==> config.mk <==
export PLATFORM = sky130hd
export DESIGN_NAME = iq_fm_discriminator_flat
export DESIGN_NICKNAME = d
export VERILOG_FILES = /design/src/rtl/ifd_pkg.sv /design/src/rtl/ifd_if.sv /design/src/rtl/ifd_ctrl.sv /design/src/rtl/ifd_dpath.sv /design/src/rtl/iq_fm_discriminator.sv /design/src/flat_wrapper.sv
export SDC_FILE = /design/constraint.sdc
export NUM_CORES = 2
export LEC_CHECK = 0
export BUFFER_PORTS_ARGS = -buffer_cell sky130_fd_sc_hd__buf_2
export CORE_UTILIZATION = 50
export CTS_BUF_LIST = sky130_fd_sc_hd__clkbuf_8
export DETAILED_ROUTE_END_ITERATION = 10
export PLACE_DENSITY = 0.76
export SLEW_MARGIN = 20
export SYNTH_ARGS = -nofsm -noshare
export SYNTH_HDL_FRONTEND = slang
export SYNTH_SLANG_ARGS = --single-unit
==> constraint.sdc <==
create_clock -name clk -period 8.7 [get_ports clk]
set_clock_uncertainty 0.1 [all_clocks]
set_input_delay 1.305 -clock clk [delete_from_list [all_inputs] [get_ports clk]]
set_output_delay 1.305 -clock clk [all_outputs]
set_load 0.03 [all_outputs]
==> src/rtl/ifd_pkg.sv <==
`default_nettype none

package ifd_pkg;

  localparam int SAMPLE_W = 16;
  localparam int MPROD_W = 2 * SAMPLE_W;
  localparam int PROD_W = 33;
  localparam int MAG_W = 16;
  localparam int DEN_W = MAG_W + 1;
  localparam int QUO_W = 16;
  localparam int TERM_W = QUO_W + 1;
  localparam int DIV_CNT_W = $clog2(QUO_W);
  localparam int FREQ_W = 18;
  localparam int SUM_W = 17;
  localparam int DRIVE_W = 8;
  localparam int DRIVE_SH = 8;
  localparam int SCALE_SH = 16;
  localparam int CFG_W = 8;
  localparam int CFG_IDX_W = 1;
  localparam int MUL_STEPS = 4;
  localparam int STEP_W = 3;
  localparam int BLOCK_LEN_DEF = 2;

  localparam logic [CFG_IDX_W-1:0] CFG_OUTPUT_OFFSET = 1'b0;
  localparam logic [CFG_IDX_W-1:0] CFG_OUTPUT_LIMIT = 1'b1;
  localparam logic [CFG_W-1:0] OFFSET_RST = 8'd100;
  localparam logic [CFG_W-1:0] LIMIT_RST = 8'd200;

  // Largest magnitude that is kept without the coarse rescale.
  localparam logic signed [PROD_W-1:0] SMALL_MAX = 33'sd32767;
  localparam logic signed [PROD_W-1:0] SCALE_BIAS = PROD_W'((64'sd1 <<< SCALE_SH) - 1);
  localparam logic signed [FREQ_W-1:0] DRIVE_BIAS = FREQ_W'((64'sd1 <<< DRIVE_SH) - 1);

  // Which partial product of the conjugate multiply is addressed.
  typedef enum logic [1:0] {
    MUL_II,
    MUL_QQ,
    MUL_QI,
    MUL_IQ
  } mul_op_t;

  typedef struct packed {
    logic    capture;
    logic    mul_go;
    mul_op_t mul_op;
    logic    mul_acc;
    mul_op_t acc_op;
    logic    scale;
    logic    prep;
    logic    div_step;
    logic    commit;
    logic    emit;
  } ifd_cmd_t;

endpackage

`default_nettype wire

==> src/rtl/ifd_if.sv <==
`default_nettype none

interface ifd_in_if;
  logic                                   valid;
  logic                                   ready;
  logic signed [ifd_pkg::SAMPLE_W-1:0]    sample_i;
  logic signed [ifd_pkg::SAMPLE_W-1:0]    sample_q;

  modport source (output valid, output sample_i, output sample_q, input ready);
  modport sink (input valid, input sample_i, input sample_q, output ready);
endinterface

interface ifd_out_if;
  logic                                 valid;
  logic                                 ready;
  logic [ifd_pkg::DRIVE_W-1:0]          drive_value;
  logic signed [ifd_pkg::SUM_W-1:0]     block_sum_i;
  logic signed [ifd_pkg::SUM_W-1:0]     block_sum_q;

  modport source (output valid, output drive_value, output block_sum_i,
                  output block_sum_q, input ready);
  modport sink (input valid, input drive_value, input block_sum_i,
                input block_sum_q, output ready);
endinterface

`default_nettype wire

==> src/rtl/ifd_ctrl.sv <==
`default_nettype none

module ifd_ctrl #(
  parameter int BLOCK_LEN = ifd_pkg::BLOCK_LEN_DEF
) (
  input  wire logic              clk,
  input  wire logic              rst_n,
  input  wire logic              in_valid,
  input  wire logic              out_ready,
  output logic                   in_ready,
  output logic                   out_valid,
  output ifd_pkg::ifd_cmd_t      cmd
);

  localparam int CNT_W = (BLOCK_LEN > 1) ? $clog2(BLOCK_LEN) : 1;
  localparam logic [CNT_W-1:0] LAST_CNT = CNT_W'(BLOCK_LEN - 1);
  localparam logic [ifd_pkg::STEP_W-1:0] LAST_STEP = ifd_pkg::STEP_W'(ifd_pkg::MUL_STEPS);
  localparam logic [ifd_pkg::DIV_CNT_W-1:0] LAST_DIV =
    ifd_pkg::DIV_CNT_W'(ifd_pkg::QUO_W - 1);

  typedef enum logic [2:0] {
    S_IDLE,
    S_MUL,
    S_SCALE,
    S_PREP,
    S_DIV,
    S_COMMIT,
    S_EMIT
  } state_t;

  state_t                          state_r, state_nxt;
  logic [ifd_pkg::STEP_W-1:0]      step_r, step_nxt;
  logic [ifd_pkg::STEP_W-1:0]      step_m1;
  logic [ifd_pkg::DIV_CNT_W-1:0]   div_cnt_r, div_cnt_nxt;
  logic [CNT_W-1:0]                cnt_r, cnt_nxt;
  logic                            out_valid_r, out_valid_nxt;
  logic                            slot_free;

  assign slot_free = !out_valid_r || out_ready;
  assign step_m1 = step_r - ifd_pkg::STEP_W'(1);

  always_comb begin
    state_nxt = state_r;
    step_nxt = step_r;
    div_cnt_nxt = div_cnt_r;
    cnt_nxt = cnt_r;
    out_valid_nxt = out_valid_r && !out_ready;
    unique case (state_r)
      S_IDLE: begin
        if (in_valid) begin
          state_nxt = S_MUL;
          step_nxt = '0;
        end
      end
      S_MUL: begin
        step_nxt = step_r + ifd_pkg::STEP_W'(1);
        if (step_r == LAST_STEP) begin
          state_nxt = S_SCALE;
        end
      end
      S_SCALE: begin
        state_nxt = S_PREP;
      end
      S_PREP: begin
        state_nxt = S_DIV;
        div_cnt_nxt = '0;
      end
      S_DIV: begin
        div_cnt_nxt = div_cnt_r + ifd_pkg::DIV_CNT_W'(1);
        if (div_cnt_r == LAST_DIV) begin
          state_nxt = S_COMMIT;
        end
      end
      S_COMMIT: begin
        if (cnt_r == LAST_CNT) begin
          cnt_nxt = '0;
          state_nxt = S_EMIT;
        end else begin
          cnt_nxt = cnt_r + CNT_W'(1);
          state_nxt = S_IDLE;
        end
      end
      S_EMIT: begin
        if (slot_free) begin
          out_valid_nxt = 1'b1;
          state_nxt = S_IDLE;
        end
      end
      default: begin
        state_nxt = S_IDLE;
      end
    endcase
  end

  always_ff @(posedge clk) begin
    if (!rst_n) begin
      state_r <= S_IDLE;
      step_r <= '0;
      div_cnt_r <= '0;
      cnt_r <= '0;
      out_valid_r <= 1'b0;
    end else begin
      state_r <= state_nxt;
      step_r <= step_nxt;
      div_cnt_r <= div_cnt_nxt;
      cnt_r <= cnt_nxt;
      out_valid_r <= out_valid_nxt;
    end
  end

  assign in_ready = (state_r == S_IDLE);
  assign out_valid = out_valid_r;

  always_comb begin
    cmd.capture = (state_r == S_IDLE) && in_valid;
    cmd.mul_go = (state_r == S_MUL) && (step_r != LAST_STEP);
    cmd.mul_op = ifd_pkg::mul_op_t'(step_r[1:0]);
    cmd.mul_acc = (state_r == S_MUL) && (step_r != '0);
    cmd.acc_op = ifd_pkg::mul_op_t'(step_m1[1:0]);
    cmd.scale = (state_r == S_SCALE);
    cmd.prep = (state_r == S_PREP);
    cmd.div_step = (state_r == S_DIV);
    cmd.commit = (state_r == S_COMMIT);
    cmd.emit = (state_r == S_EMIT) && slot_free;
  end

endmodule

`default_nettype wire

==> src/rtl/ifd_dpath.sv <==
`default_nettype none

module ifd_dpath (
  input  wire logic                                   clk,
  input  wire logic                                   rst_n,
  input  wire ifd_pkg::ifd_cmd_t                      cmd,
  input  wire logic signed [ifd_pkg::SAMPLE_W-1:0]    sample_i,
  input  wire logic signed [ifd_pkg::SAMPLE_W-1:0]    sample_q,
  input  wire logic                                   cfg_we,
  input  wire logic [ifd_pkg::CFG_IDX_W-1:0]          cfg_idx,
  input  wire logic [ifd_pkg::CFG_W-1:0]              cfg_data,
  output logic [ifd_pkg::DRIVE_W-1:0]                 drive_value,
  output logic signed [ifd_pkg::SUM_W-1:0]            block_sum_i,
  output logic signed [ifd_pkg::SUM_W-1:0]            block_sum_q
);

  localparam int PW = ifd_pkg::PROD_W;
  localparam int FW = ifd_pkg::FREQ_W;
  localparam int SW = ifd_pkg::SAMPLE_W;
  localparam int QW = ifd_pkg::QUO_W;
  localparam int MW = ifd_pkg::MAG_W;
  localparam int DW = ifd_pkg::DEN_W;
  localparam int SUMW = ifd_pkg::SUM_W;
  localparam int OW = ifd_pkg::DRIVE_W;
  localparam int QDW = FW - ifd_pkg::DRIVE_SH;
  localparam int DRV_W = QDW + 1;

  // Truncating division by 2^16 toward zero.
  function automatic logic signed [PW-1:0] coarse(input logic signed [PW-1:0] x);
    logic signed [PW-1:0] biased;
    biased = x[PW-1] ? (x + ifd_pkg::SCALE_BIAS) : x;
    return biased >>> ifd_pkg::SCALE_SH;
  endfunction

  function automatic logic [MW-1:0] mag(input logic signed [PW-1:0] x);
    logic signed [PW-1:0] a;
    a = x[PW-1] ? -x : x;
    return a[MW-1:0];
  endfunction

  logic signed [SW-1:0]    cur_i_r, cur_q_r;
  logic signed [SW-1:0]    prev_i_r, prev_q_r;
  logic signed [SW-1:0]    op_a, op_b;
  logic signed [ifd_pkg::MPROD_W-1:0] prod, prod_r;
  logic signed [PW-1:0]    prod_ext;
  logic signed [PW-1:0]    fi_r, fq_r;
  logic                    big;
  logic [MW-1:0]           mag_i, mag_q;
  logic [DW-1:0]           den_r;
  logic [DW-1:0]           rem_r;
  logic [QW-1:0]           dvd_r;
  logic                    neg_r, zero_r;
  logic [DW-1:0]           trial;
  logic                    ge;
  logic [QW-1:0]           quo;
  logic signed [ifd_pkg::TERM_W-1:0] term;
  logic signed [FW:0]      freq_sum;
  logic signed [FW-1:0]    freq_sat;
  logic signed [FW-1:0]    freq_r;
  logic signed [SUMW-1:0]  sum_i_r, sum_q_r;
  logic [ifd_pkg::CFG_W-1:0] offset_r, limit_r;
  logic signed [FW-1:0]    freq_biased;
  logic signed [QDW-1:0]   freq_div;
  logic signed [DRV_W-1:0] drv;
  logic [OW-1:0]           drv_clamped;
  logic [OW-1:0]           drive_r;
  logic signed [SUMW-1:0]  bsum_i_r, bsum_q_r;

  // Conjugate multiply, one partial product per cycle.
  always_comb begin
    unique case (cmd.mul_op)
      ifd_pkg::MUL_II: begin
        op_a = cur_i_r;
        op_b = prev_i_r;
      end
      ifd_pkg::MUL_QQ: begin
        op_a = cur_q_r;
        op_b = prev_q_r;
      end
      ifd_pkg::MUL_QI: begin
        op_a = cur_q_r;
        op_b = prev_i_r;
      end
      ifd_pkg::MUL_IQ: begin
        op_a = cur_i_r;
        op_b = prev_q_r;
      end
      default: begin
        op_a = cur_i_r;
        op_b = prev_i_r;
      end
    endcase
  end

  assign prod = op_a * op_b;
  assign prod_ext = PW'(prod_r);

  assign big = (fi_r > ifd_pkg::SMALL_MAX) || (fi_r < -ifd_pkg::SMALL_MAX) ||
               (fq_r > ifd_pkg::SMALL_MAX) || (fq_r < -ifd_pkg::SMALL_MAX);
  assign mag_i = mag(fi_r);
  assign mag_q = mag(fq_r);

  // Restoring division step; the quotient shifts in behind the dividend bits.
  assign trial = {rem_r[DW-2:0], dvd_r[QW-1]};
  assign ge = (trial >= den_r);

  assign quo = zero_r ? '0 : dvd_r;
  assign term = neg_r ? -$signed({1'b0, quo}) : $signed({1'b0, quo});
  assign freq_sum = (FW + 1)'(freq_r) + (FW + 1)'(term);

  always_comb begin
    if (freq_sum[FW] != freq_sum[FW-1]) begin
      freq_sat = freq_sum[FW] ? {1'b1, {(FW - 1){1'b0}}} : {1'b0, {(FW - 1){1'b1}}};
    end else begin
      freq_sat = freq_sum[FW-1:0];
    end
  end

  assign freq_biased = freq_r[FW-1] ? (freq_r + ifd_pkg::DRIVE_BIAS) : freq_r;
  assign freq_div = freq_biased[FW-1:ifd_pkg::DRIVE_SH];
  assign drv = DRV_W'(freq_div) + $signed({{(DRV_W - ifd_pkg::CFG_W){1'b0}}, offset_r});

  always_comb begin
    priority if (drv[DRV_W-1]) begin
      drv_clamped = '0;
    end else if (drv > $signed({{(DRV_W - ifd_pkg::CFG_W){1'b0}}, limit_r})) begin
      drv_clamped = limit_r;
    end else begin
      drv_clamped = drv[OW-1:0];
    end
  end

  always_ff @(posedge clk) begin
    if (!rst_n) begin
      offset_r <= ifd_pkg::OFFSET_RST;
      limit_r <= ifd_pkg::LIMIT_RST;
    end else if (cfg_we) begin
      unique case (cfg_idx)
        ifd_pkg::CFG_OUTPUT_OFFSET: offset_r <= cfg_data;
        ifd_pkg::CFG_OUTPUT_LIMIT:  limit_r <= cfg_data;
        default: ;
      endcase
    end
  end

  always_ff @(posedge clk) begin
    if (!rst_n) begin
      prev_i_r <= '0;
      prev_q_r <= '0;
      freq_r <= '0;
      sum_i_r <= '0;
      sum_q_r <= '0;
    end else if (cmd.commit) begin
      prev_i_r <= cur_i_r;
      prev_q_r <= cur_q_r;
      freq_r <= freq_sat;
      sum_i_r <= sum_i_r + SUMW'(cur_i_r);
      sum_q_r <= sum_q_r + SUMW'(cur_q_r);
    end else if (cmd.emit) begin
      freq_r <= '0;
      sum_i_r <= '0;
      sum_q_r <= '0;
    end
  end

  always_ff @(posedge clk) begin
    if (cmd.capture) begin
      cur_i_r <= sample_i;
      cur_q_r <= sample_q;
    end
    if (cmd.mul_go) begin
      prod_r <= prod;
    end
    if (cmd.mul_acc) begin
      unique case (cmd.acc_op)
        ifd_pkg::MUL_II: fi_r <= prod_ext;
        ifd_pkg::MUL_QQ: fi_r <= fi_r + prod_ext;
        ifd_pkg::MUL_QI: fq_r <= prod_ext;
        ifd_pkg::MUL_IQ: fq_r <= fq_r - prod_ext;
        default: ;
      endcase
    end
    if (cmd.scale && big) begin
      fi_r <= coarse(fi_r);
      fq_r <= coarse(fq_r);
    end
    if (cmd.prep) begin
      den_r <= {1'b0, mag_i} + {1'b0, mag_q};
      zero_r <= (mag_i == '0) && (mag_q == '0);
      neg_r <= fq_r[PW-1];
      // The dividend is |fq| * 2^15; its top bits seed the remainder.
      rem_r <= DW'(mag_q[MW-1:1]);
      dvd_r <= {mag_q[0], {(QW - 1){1'b0}}};
    end
    if (cmd.div_step) begin
      rem_r <= ge ? (trial - den_r) : trial;
      dvd_r <= {dvd_r[QW-2:0], ge};
    end
    if (cmd.emit) begin
      drive_r <= drv_clamped;
      bsum_i_r <= sum_i_r;
      bsum_q_r <= sum_q_r;
    end
  end

  assign drive_value = drive_r;
  assign block_sum_i = bsum_i_r;
  assign block_sum_q = bsum_q_r;

endmodule

`default_nettype wire

==> src/rtl/iq_fm_discriminator.sv <==
`default_nettype none

// Channel   Dir  Payload                                      Handshake
// in_ch     in   sample_i[15:0], sample_q[15:0] (signed)      valid/ready
// out_ch    out  drive_value[7:0], block_sum_i/q[16:0] (s)    valid/ready
// cfg       in   cfg_idx[0], cfg_data[7:0]                    cfg_we, no stall
//
// After acceptance, a sample passes through the shared 16x16 multiplier, rescale and
// divisor setup, the one-bit-per-cycle restoring divider and an accumulator update
// before in_ch.ready is high again. The last sample of a block also loads the
// output register, and waits while that register still holds an earlier result
// that has not been taken. Reset is synchronous and active low; the output register
// frees a new sample to be accepted while the previous result waits.

module iq_fm_discriminator #(
  parameter int BLOCK_LEN = ifd_pkg::BLOCK_LEN_DEF
) (
  input  wire logic                              clk,
  input  wire logic                              rst_n,
  ifd_in_if.sink                                 in_ch,
  ifd_out_if.source                              out_ch,
  input  wire logic                              cfg_we,
  input  wire logic [ifd_pkg::CFG_IDX_W-1:0]     cfg_idx,
  input  wire logic [ifd_pkg::CFG_W-1:0]         cfg_data
);

  ifd_pkg::ifd_cmd_t  ctl_cmd;
  logic               in_ready;
  logic               out_valid;

  ifd_ctrl #(
    .BLOCK_LEN (BLOCK_LEN)
  ) u_ctrl (
    .clk       (clk),
    .rst_n     (rst_n),
    .in_valid  (in_ch.valid),
    .out_ready (out_ch.ready),
    .in_ready  (in_ready),
    .out_valid (out_valid),
    .cmd       (ctl_cmd)
  );

  ifd_dpath u_dpath (
    .clk         (clk),
    .rst_n       (rst_n),
    .cmd         (ctl_cmd),
    .sample_i    (in_ch.sample_i),
    .sample_q    (in_ch.sample_q),
    .cfg_we      (cfg_we),
    .cfg_idx     (cfg_idx),
    .cfg_data    (cfg_data),
    .drive_value (out_ch.drive_value),
    .block_sum_i (out_ch.block_sum_i),
    .block_sum_q (out_ch.block_sum_q)
  );

  assign in_ch.ready = in_ready;
  assign out_ch.valid = out_valid;

  // A request starts a long computation, so no second one is taken right after it.
  a_no_back_to_back: assert property (@(posedge clk) disable iff (!rst_n)
    (in_ch.valid && in_ch.ready) |=> !in_ch.ready)
    else $error("request accepted while the previous one was still in work");

  // A result appears only after the datapath has loaded the output register.
  a_valid_from_emit: assert property (@(posedge clk) disable iff (!rst_n)
    $rose(out_ch.valid) |-> $past(ctl_cmd.emit))
    else $error("result valid without an output load");

  // The output register is never overwritten while it holds an untaken result.
  a_emit_slot_free: assert property (@(posedge clk) disable iff (!rst_n)
    ctl_cmd.emit |-> (!out_ch.valid || out_ch.ready))
    else $error("output register overwritten before it was taken");

endmodule

`default_nettype wire

==> src/flat_wrapper.sv <==
// flat-port wrapper written by rule: the top's interface ports become plain ports
module iq_fm_discriminator_flat 
#(
  parameter int BLOCK_LEN = ifd_pkg::BLOCK_LEN_DEF
)
  (clk, rst_n, cfg_we, cfg_idx, cfg_data, in_ch_valid, in_ch_sample_i, in_ch_sample_q, in_ch_ready, out_ch_valid, out_ch_drive_value, out_ch_block_sum_i, out_ch_block_sum_q, out_ch_ready);
  ifd_in_if in_ch_i ();
  ifd_out_if out_ch_i ();
  input  wire logic clk;
  input  wire logic rst_n;
  input  wire logic cfg_we;
  input  wire logic [ifd_pkg::CFG_IDX_W-1:0] cfg_idx;
  input  wire logic [ifd_pkg::CFG_W-1:0] cfg_data;
  input wire logic [$bits(in_ch_i.valid)-1:0] in_ch_valid;
  input wire logic [$bits(in_ch_i.sample_i)-1:0] in_ch_sample_i;
  input wire logic [$bits(in_ch_i.sample_q)-1:0] in_ch_sample_q;
  output wire logic [$bits(in_ch_i.ready)-1:0] in_ch_ready;
  output wire logic [$bits(out_ch_i.valid)-1:0] out_ch_valid;
  output wire logic [$bits(out_ch_i.drive_value)-1:0] out_ch_drive_value;
  output wire logic [$bits(out_ch_i.block_sum_i)-1:0] out_ch_block_sum_i;
  output wire logic [$bits(out_ch_i.block_sum_q)-1:0] out_ch_block_sum_q;
  input wire logic [$bits(out_ch_i.ready)-1:0] out_ch_ready;
  assign in_ch_i.valid = in_ch_valid;
  assign in_ch_i.sample_i = in_ch_sample_i;
  assign in_ch_i.sample_q = in_ch_sample_q;
  assign in_ch_ready = in_ch_i.ready;
  assign out_ch_valid = out_ch_i.valid;
  assign out_ch_drive_value = out_ch_i.drive_value;
  assign out_ch_block_sum_i = out_ch_i.block_sum_i;
  assign out_ch_block_sum_q = out_ch_i.block_sum_q;
  assign out_ch_i.ready = out_ch_ready;
  iq_fm_discriminator #(.BLOCK_LEN(BLOCK_LEN)) u_core (.clk(clk), .rst_n(rst_n), .in_ch(in_ch_i), .out_ch(out_ch_i), .cfg_we(cfg_we), .cfg_idx(cfg_idx), .cfg_data(cfg_data));
endmodule
Word-level counts from Yosys, hierarchy flattened
Cells that the tools add are included.
{ "totals": {"register_bits": 335, "output_inout_bits": 44, "inputBits": 46, "elab_cells": 146} }
{ "classes": {"add_sub_neg": 18, "n_lt_le_gt_ge": 6, "n_reduce_logical": 35, "bitwise": 1, "muxes": 40, "multipliers": 1, "eq_ne": 20} }
{ "ops": {"columns": ["cell", "count"], "rows": [
  ["2-to-1 mux 33 bit", 6],
  ["one-hot mux 33 bit (2 select lines)", 2],
  ["2-to-1 mux 16 bit", 8],
  ["2-to-1 mux 18 bit", 5],
  ["2-to-1 mux 17 bit", 4],
  ["adder 33 x 17 -> 33 bit, second input constant", 2],
  ["greater-than comparator 33 x 16 -> 1 bit, second input constant", 2],
  ["< comparator 33 x 16 -> 1 bit, second input constant", 2],
  ["one-hot mux 16 bit (2 select lines)", 2],
  ["adder 17 x 16 -> 17 bit", 2],
  ["adder 33 x 32 -> 33 bit", 1],
  ["subtractor 33 x 32 -> 33 bit", 1],
  ["logical NOT 16 bit", 2],
  ["multiplier 16 x 16 -> 32 bit", 1],
  ["negator 16 bit", 2],
  ["one-hot mux 3 bit (7 select lines)", 1],
  ["adder 18 x 17 -> 19 bit", 1],
  ["adder 18 x 9 -> 18 bit, second input constant", 1],
  ["2-to-1 mux 3 bit", 6],
  ["adder 16 x 16 -> 17 bit", 1],
  [">= comparator 17 bit", 1],
  ["negator 16 -> 17 bit", 1],
  ["subtractor 16 bit", 1],
  ["== test 3 bit, second input constant", 4],
  ["29 further kinds", 62]
]} }

Longest topological paths before layout
{ "depth": {"ltp_word": 7, "mapped_depth": 30, "depth_no_buf": 28} }

Modules after synthesis
Synthesis repeated with hierarchy kept, for this count alone.
{ "unflattened": {"hier_cells": 3536, "area_unflattened_um2": 32537.5} }
{ "by_module_without_submodules": {"columns": ["module", "seq_area_each_um2", "instances", "area_each_um2", "cells_per_inst"], "rows": [
  ["ifd_dpath", 8698.3, 1, 31796.7, 3446],
  ["ifd_ctrl", 240.2, 1, 740.7, 90]
]} }

Worst setup path before layout
No wires, ideal clock.
{ "synth_timing": {"path_type": "flip-flop to flip-flop", "from": "register u_core.u_ctrl.step_r[0] in the netlist's numbering", "to": "register u_core.u_dpath.prod_r[30] in the netlist's numbering (data pin)", "arrival_ns": 7.718, "stages_incl_launch_ff": 29, "setup_time_ns": 0.258, "path_buffers": 4, "setup_slack_ns": 0.624, "path_cell_list": "dfxtp_1 -> inv_1 -> ha_1 -> clkbuf_1 -> buf_1 -> clkbuf_1 -> mux2i_1 -> nor2_1 -> fa_1 -> inv_1 -> fa_1 -> fa_1 -> inv_1 -> fa_1 -> fa_1 -> inv_1 -> fa_1 -> inv_1 -> ha_1 -> clkbuf_1 -> a2111oi_0 -> a31oi_1 -> a211oi_1 -> nor3b_1 -> o211ai_1 -> a21oi_1 -> a2111o_1 -> a21oi_1 -> xnor2_1"} }
{ "synth_between": {"elab_chain_cells": 4, "elab_cells_between_ends": 11} }
{ "synth_rtl": {"columns": ["element", "line", "text"], "rows": [
  ["start, declared", "ifd_ctrl.sv:32", "logic [ifd_pkg::STEP_W-1:0] step_r, step_nxt;"],
  ["start signal, assigned", "ifd_ctrl.sv:104", "step_r <= step_nxt;"],
  ["== test 2 bit, or another cell as far along", "ifd_dpath.sv:71", "unique case (cmd.mul_op)"],
  ["OR reduction 2 bit (no source line)", null, null],
  ["one-hot mux 16 bit (2 select lines)", "ifd_dpath.sv:71", null],
  ["multiplier 16 x 16 -> 32 bit (*)", "ifd_dpath.sv:95", "assign prod = op_a * op_b;"],
  ["net u_core.u_dpath.prod (one bit)", "ifd_dpath.sv:44", "logic signed [ifd_pkg::MPROD_W-1:0] prod, prod_r;"],
  ["end signal, assigned", "ifd_dpath.sv:172", "prod_r <= prod;"],
  ["end, declared", "ifd_dpath.sv:44", null]
]} }
The timed path passes the listed nets; every way through them passes the cells marked *.
A chain may end at the register's enable or synchronous reset.

Worst setup path in the final report
{ "layout_timing": {"from": "register u_core.u_ctrl.step_r[1] in the netlist's numbering", "to": "register u_core.u_dpath.prod_r[30] in the netlist's numbering (data pin)"} }
Same word-level chain as after synthesis.

==> out/results.tsv <==
metric	value	unit
holdPathStages	1	
power.internal	0.003553	W
fin_cells	4547	
clkTransAtPathRegs	0.06	ns
portBuffers	89	
powerDensity	163.9	nW/µm²
cap_violations	0	
grt_pass1_vias	25330	
post-route-period-util	92.59	%
relSlewSlack	28.42	%
core_area	64460	µm²
p_clk_share	23.8	%
rrSetupSlack	0.64	ns
syn_area	32570	µm²
pin_count	90	
syn-num-nets	4133	
slew_viol_final	0	
synthDistinctLibCells	89	
hold_start	u_core.u_ctrl.div_cnt_r[3]$_SDFFE_PN0P_	
min_to	u_core.u_ctrl.div_cnt_r[3]$_SDFFE_PN0P_	
antenna_found_initial	2	
hold_buffers	0	
dominantRegCellSynth	edfxtp_1	
hold_path_class	register to register	
place_congestion	0.9929	
syn-instance-count	3562	
r2r_cells	25	
switching_share	38.33	%
grt_max_degree	87	
seq_power_share	37.2	%
synth_warnings	0	
status	finished, final reports clean	
vias	25930	
ir_drop	0.0001144	V
drc	0	
r2r_start	u_core.u_ctrl.step_r[1]$_SDFFE_PN0P_	
power_switching	0.002208	W
grt_usage	24.93	%
wl_per_cell	18.09	µm
grt_pass1_wl	133200	µm
clk_path_buf_depth	3	
p_leak	15.78	nW
synth_edf_count	223	
worst_slew_pin_slew	1.074	ns
fmax	124.1	MHz
fin_crit	8.055	ns
crit_type	register to register	
drive_above_1_share	7.992	%
area_growth	7.898	%
synthArstFlopShare	0	%
antenna_left	0	
setup_viol	0	
critPathLaunchType	register	
cts_tree	yes	
crit_arrival	8.36	ns
pwr-share-comb	39.0	%
die_h	257.2	µm
dpl.hpwl	64640	µm
ys_seq_elements	335	
vias_per_cell	5.702	
cp.required	9.00	ns
rsz0062_at_grt	no	
die_x	257.2	µm
dr.pass1.iters	6	
cts_setup_buffers	0	
start_util	50.53	%
dp_cells	4437	
crit_path_max_fanout	26	
pre_cts_ws	0.5039	ns
clock_latency	0.69	ns
die-area	66170	µm²
fin_ws	0.6447	ns
setup.worst_path.end_class	register	
synth.avg_cell_area	9.144	µm²
hold_viol_final	0	
root_buffer	clkbuf_8	
fin_tns_setup	0	ns
seq_area_frac_synth	27.44	%
rows	93	
grt_overflow	0	
wirelength	82250	µm
htreeDepth	2	
r2r-end	u_core.u_dpath.prod_r[30]$_DFFE_PP_	
clock-sinks	335	
drtIter0Drc	2254	
cts_made_buffers	59	
nNetsFinal	4215	
==> worst max path at each step <==
stage,startpoint,end,slack [ns]
floorplan,u_core.u_ctrl.step_r[0]$_SDFFE_PN0P_,u_core.u_dpath.prod_r[30]$_DFFE_PP_,0.62
global placement,u_core.u_ctrl.step_r[0]$_SDFFE_PN0P_,u_core.u_dpath.prod_r[29]$_DFFE_PP_,0.67
detailed placement,u_core.u_ctrl.step_r[0]$_SDFFE_PN0P_,u_core.u_dpath.prod_r[30]$_DFFE_PP_,0.50
CTS,u_core.u_ctrl.step_r[0]$_SDFFE_PN0P_,u_core.u_dpath.prod_r[30]$_DFFE_PP_,0.44
global route,u_core.u_ctrl.step_r[1]$_SDFFE_PN0P_,u_core.u_dpath.prod_r[30]$_DFFE_PP_,0.16
finish,u_core.u_ctrl.step_r[1]$_SDFFE_PN0P_,u_core.u_dpath.prod_r[30]$_DFFE_PP_,0.64
==> synthesized netlist by cell type (56+ instances only) <==
cell type	instances	share of area [%]
nand3_1	80	1.2
a21o_1	73	1.7
inv_1	443	5.1
ha_1	255	9.8
clkbuf_1	92	1.1
o21ai_0	149	2.3
xor2_1	66	1.8
a21oi_1	205	3.1
edfxtp_1	223	21
nand2_1	377	4.3
xnor2_1	163	4.4
a21boi_0	56	1.3
dfxtp_1	112	6.9
mux2i_1	72	2.2
nor2_1	283	3.3
fa_1	270	17
==> layout make-up <==
type                       instances  area [µm²]
timing repair buffer             133       808.3
clock inverter                    44       195.2
clock buffer                      64       880.8
sequential                       335        8939
fill                            5758       29320
multi-input combinational       2671       21580
inverter                         444        1667
antenna                            1       2.502
tap                              855        1070
==> what timing repair did <==
item | CTS | global route
setup endpoints to repair | 0 | 3
hold endpoints to repair | 0 | 0
resized for setup | 0 | 4
==> cells in the final DEF (no fill, tap or decap), types with 22 or more instances in the layout <==
master / netlist / final
a211oi_1: 22 / 22
mux2_2: 28 / 28
a21boi_0: 56 / 56
o21ai_0: 149 / 147
xor2_1: 66 / 66
inv_1: 443 / 465
fa_1: 270 / 270
buf_4: 1 / 42
a21oi_1: 205 / 204
o31ai_1: 28 / 28
xnor2_1: 163 / 163
buf_2: 8 / 89
dfxtp_1: 112 / 112
mux2i_1: 72 / 69
nand3_1: 80 / 80
nor2_1: 283 / 282
nor4_1: 25 / 25
o21a_1: 43 / 43
edfxtp_1: 223 / 223
ha_1: 255 / 253
nand2b_1: 37 / 37
nor3_1: 41 / 41
a21o_1: 73 / 73
clkbuf_8: 0 / 64
nand4_1: 27 / 27
nand2_1: 377 / 376
and3_1: 49 / 49
nor2b_1: 49 / 49
and2_1: 23 / 23
or3_1: 23 / 23
==> worst max-delay path: stages, from the launching register on <==
cell and delay, ns:
dfxtp_1 0.37, inv_1 0.10, ha_1 0.22, nor2_2 0.13, buf_12 0.21, mux2_2 0.44
inv_1 0.44, nor2_1 0.15, fa_1 0.54, fa_1 0.55, fa_1 0.52, fa_1 0.53
fa_1 0.55, inv_1 0.05, fa_1 0.52, inv_1 0.04, ha_1 0.22, a2111oi_0 0.43
a31oi_1 0.13, a211oi_1 0.42, nor3b_1 0.15, o211ai_1 0.23, a21oi_1 0.10, a2111o_1 0.36
a21oi_1 0.18, xnor2_1 0.08
==> registers in the layout (all words and copies together) (netlist names), 17 cells and up <==
signal / flops
u_core.u_dpath.block_sum_i: 17
u_core.u_dpath.block_sum_q: 17
u_core.u_dpath.den_r: 17
u_core.u_dpath.fi_r: 33
u_core.u_dpath.fq_r: 33
u_core.u_dpath.freq_r: 18
u_core.u_dpath.prod_r: 32
u_core.u_dpath.sum_i_r: 17
u_core.u_dpath.sum_q_r: 17
==> routing by layer <==
layer | wire length, µm | global-route usage [%]
met1 | 35560 | 33.97
met2 | 38250 | 40.06
met3 | 5529 | 3.911
met4 | 2919 | 9.044
met5 | 0 | 0
==> logic make-up after synthesis <==
kind of cell	after synthesis	synth area share (%)
buffers and inverters	556	6.496
multiplexers	100	3.181
flip-flops	335	27.44
AND/OR/NAND/NOR	1083	15.62
adder cells (fa/ha/maj)	525	26.39
AO/OA/AOI/OAI	734	14.71
XOR/XNOR	229	6.158
==> power groups by stage <==
stage          Clock, W  Combinational (W)  Sequential (W)
6_report        0.00137            0.00225         0.00214
4_1_cts         0.00140            0.00222         0.00214
3_3_place_gp          0            0.00217         0.00217
5_1_grt         0.00147            0.00249         0.00215
3_5_place_dp          0            0.00220         0.00217
2_1_floorplan         0            0.00173         0.00208
==> stage by stage <==
step	hold slack, ns	cell area [µm²]	total power (W)	utilization, %
finish	0.3631	35150	0.005761	54.52
global placement	0.3387	34020	0.004335	52.77
floorplan	0.3220	32570	0.003809	-
global route	0.3800	35150	0.006111	54.52
detailed placement	0.3450	34020	0.004374	52.77
CTS	0.3554	35090	0.005759	54.44
Note: power is estimated with default switching activity, not from simulation.
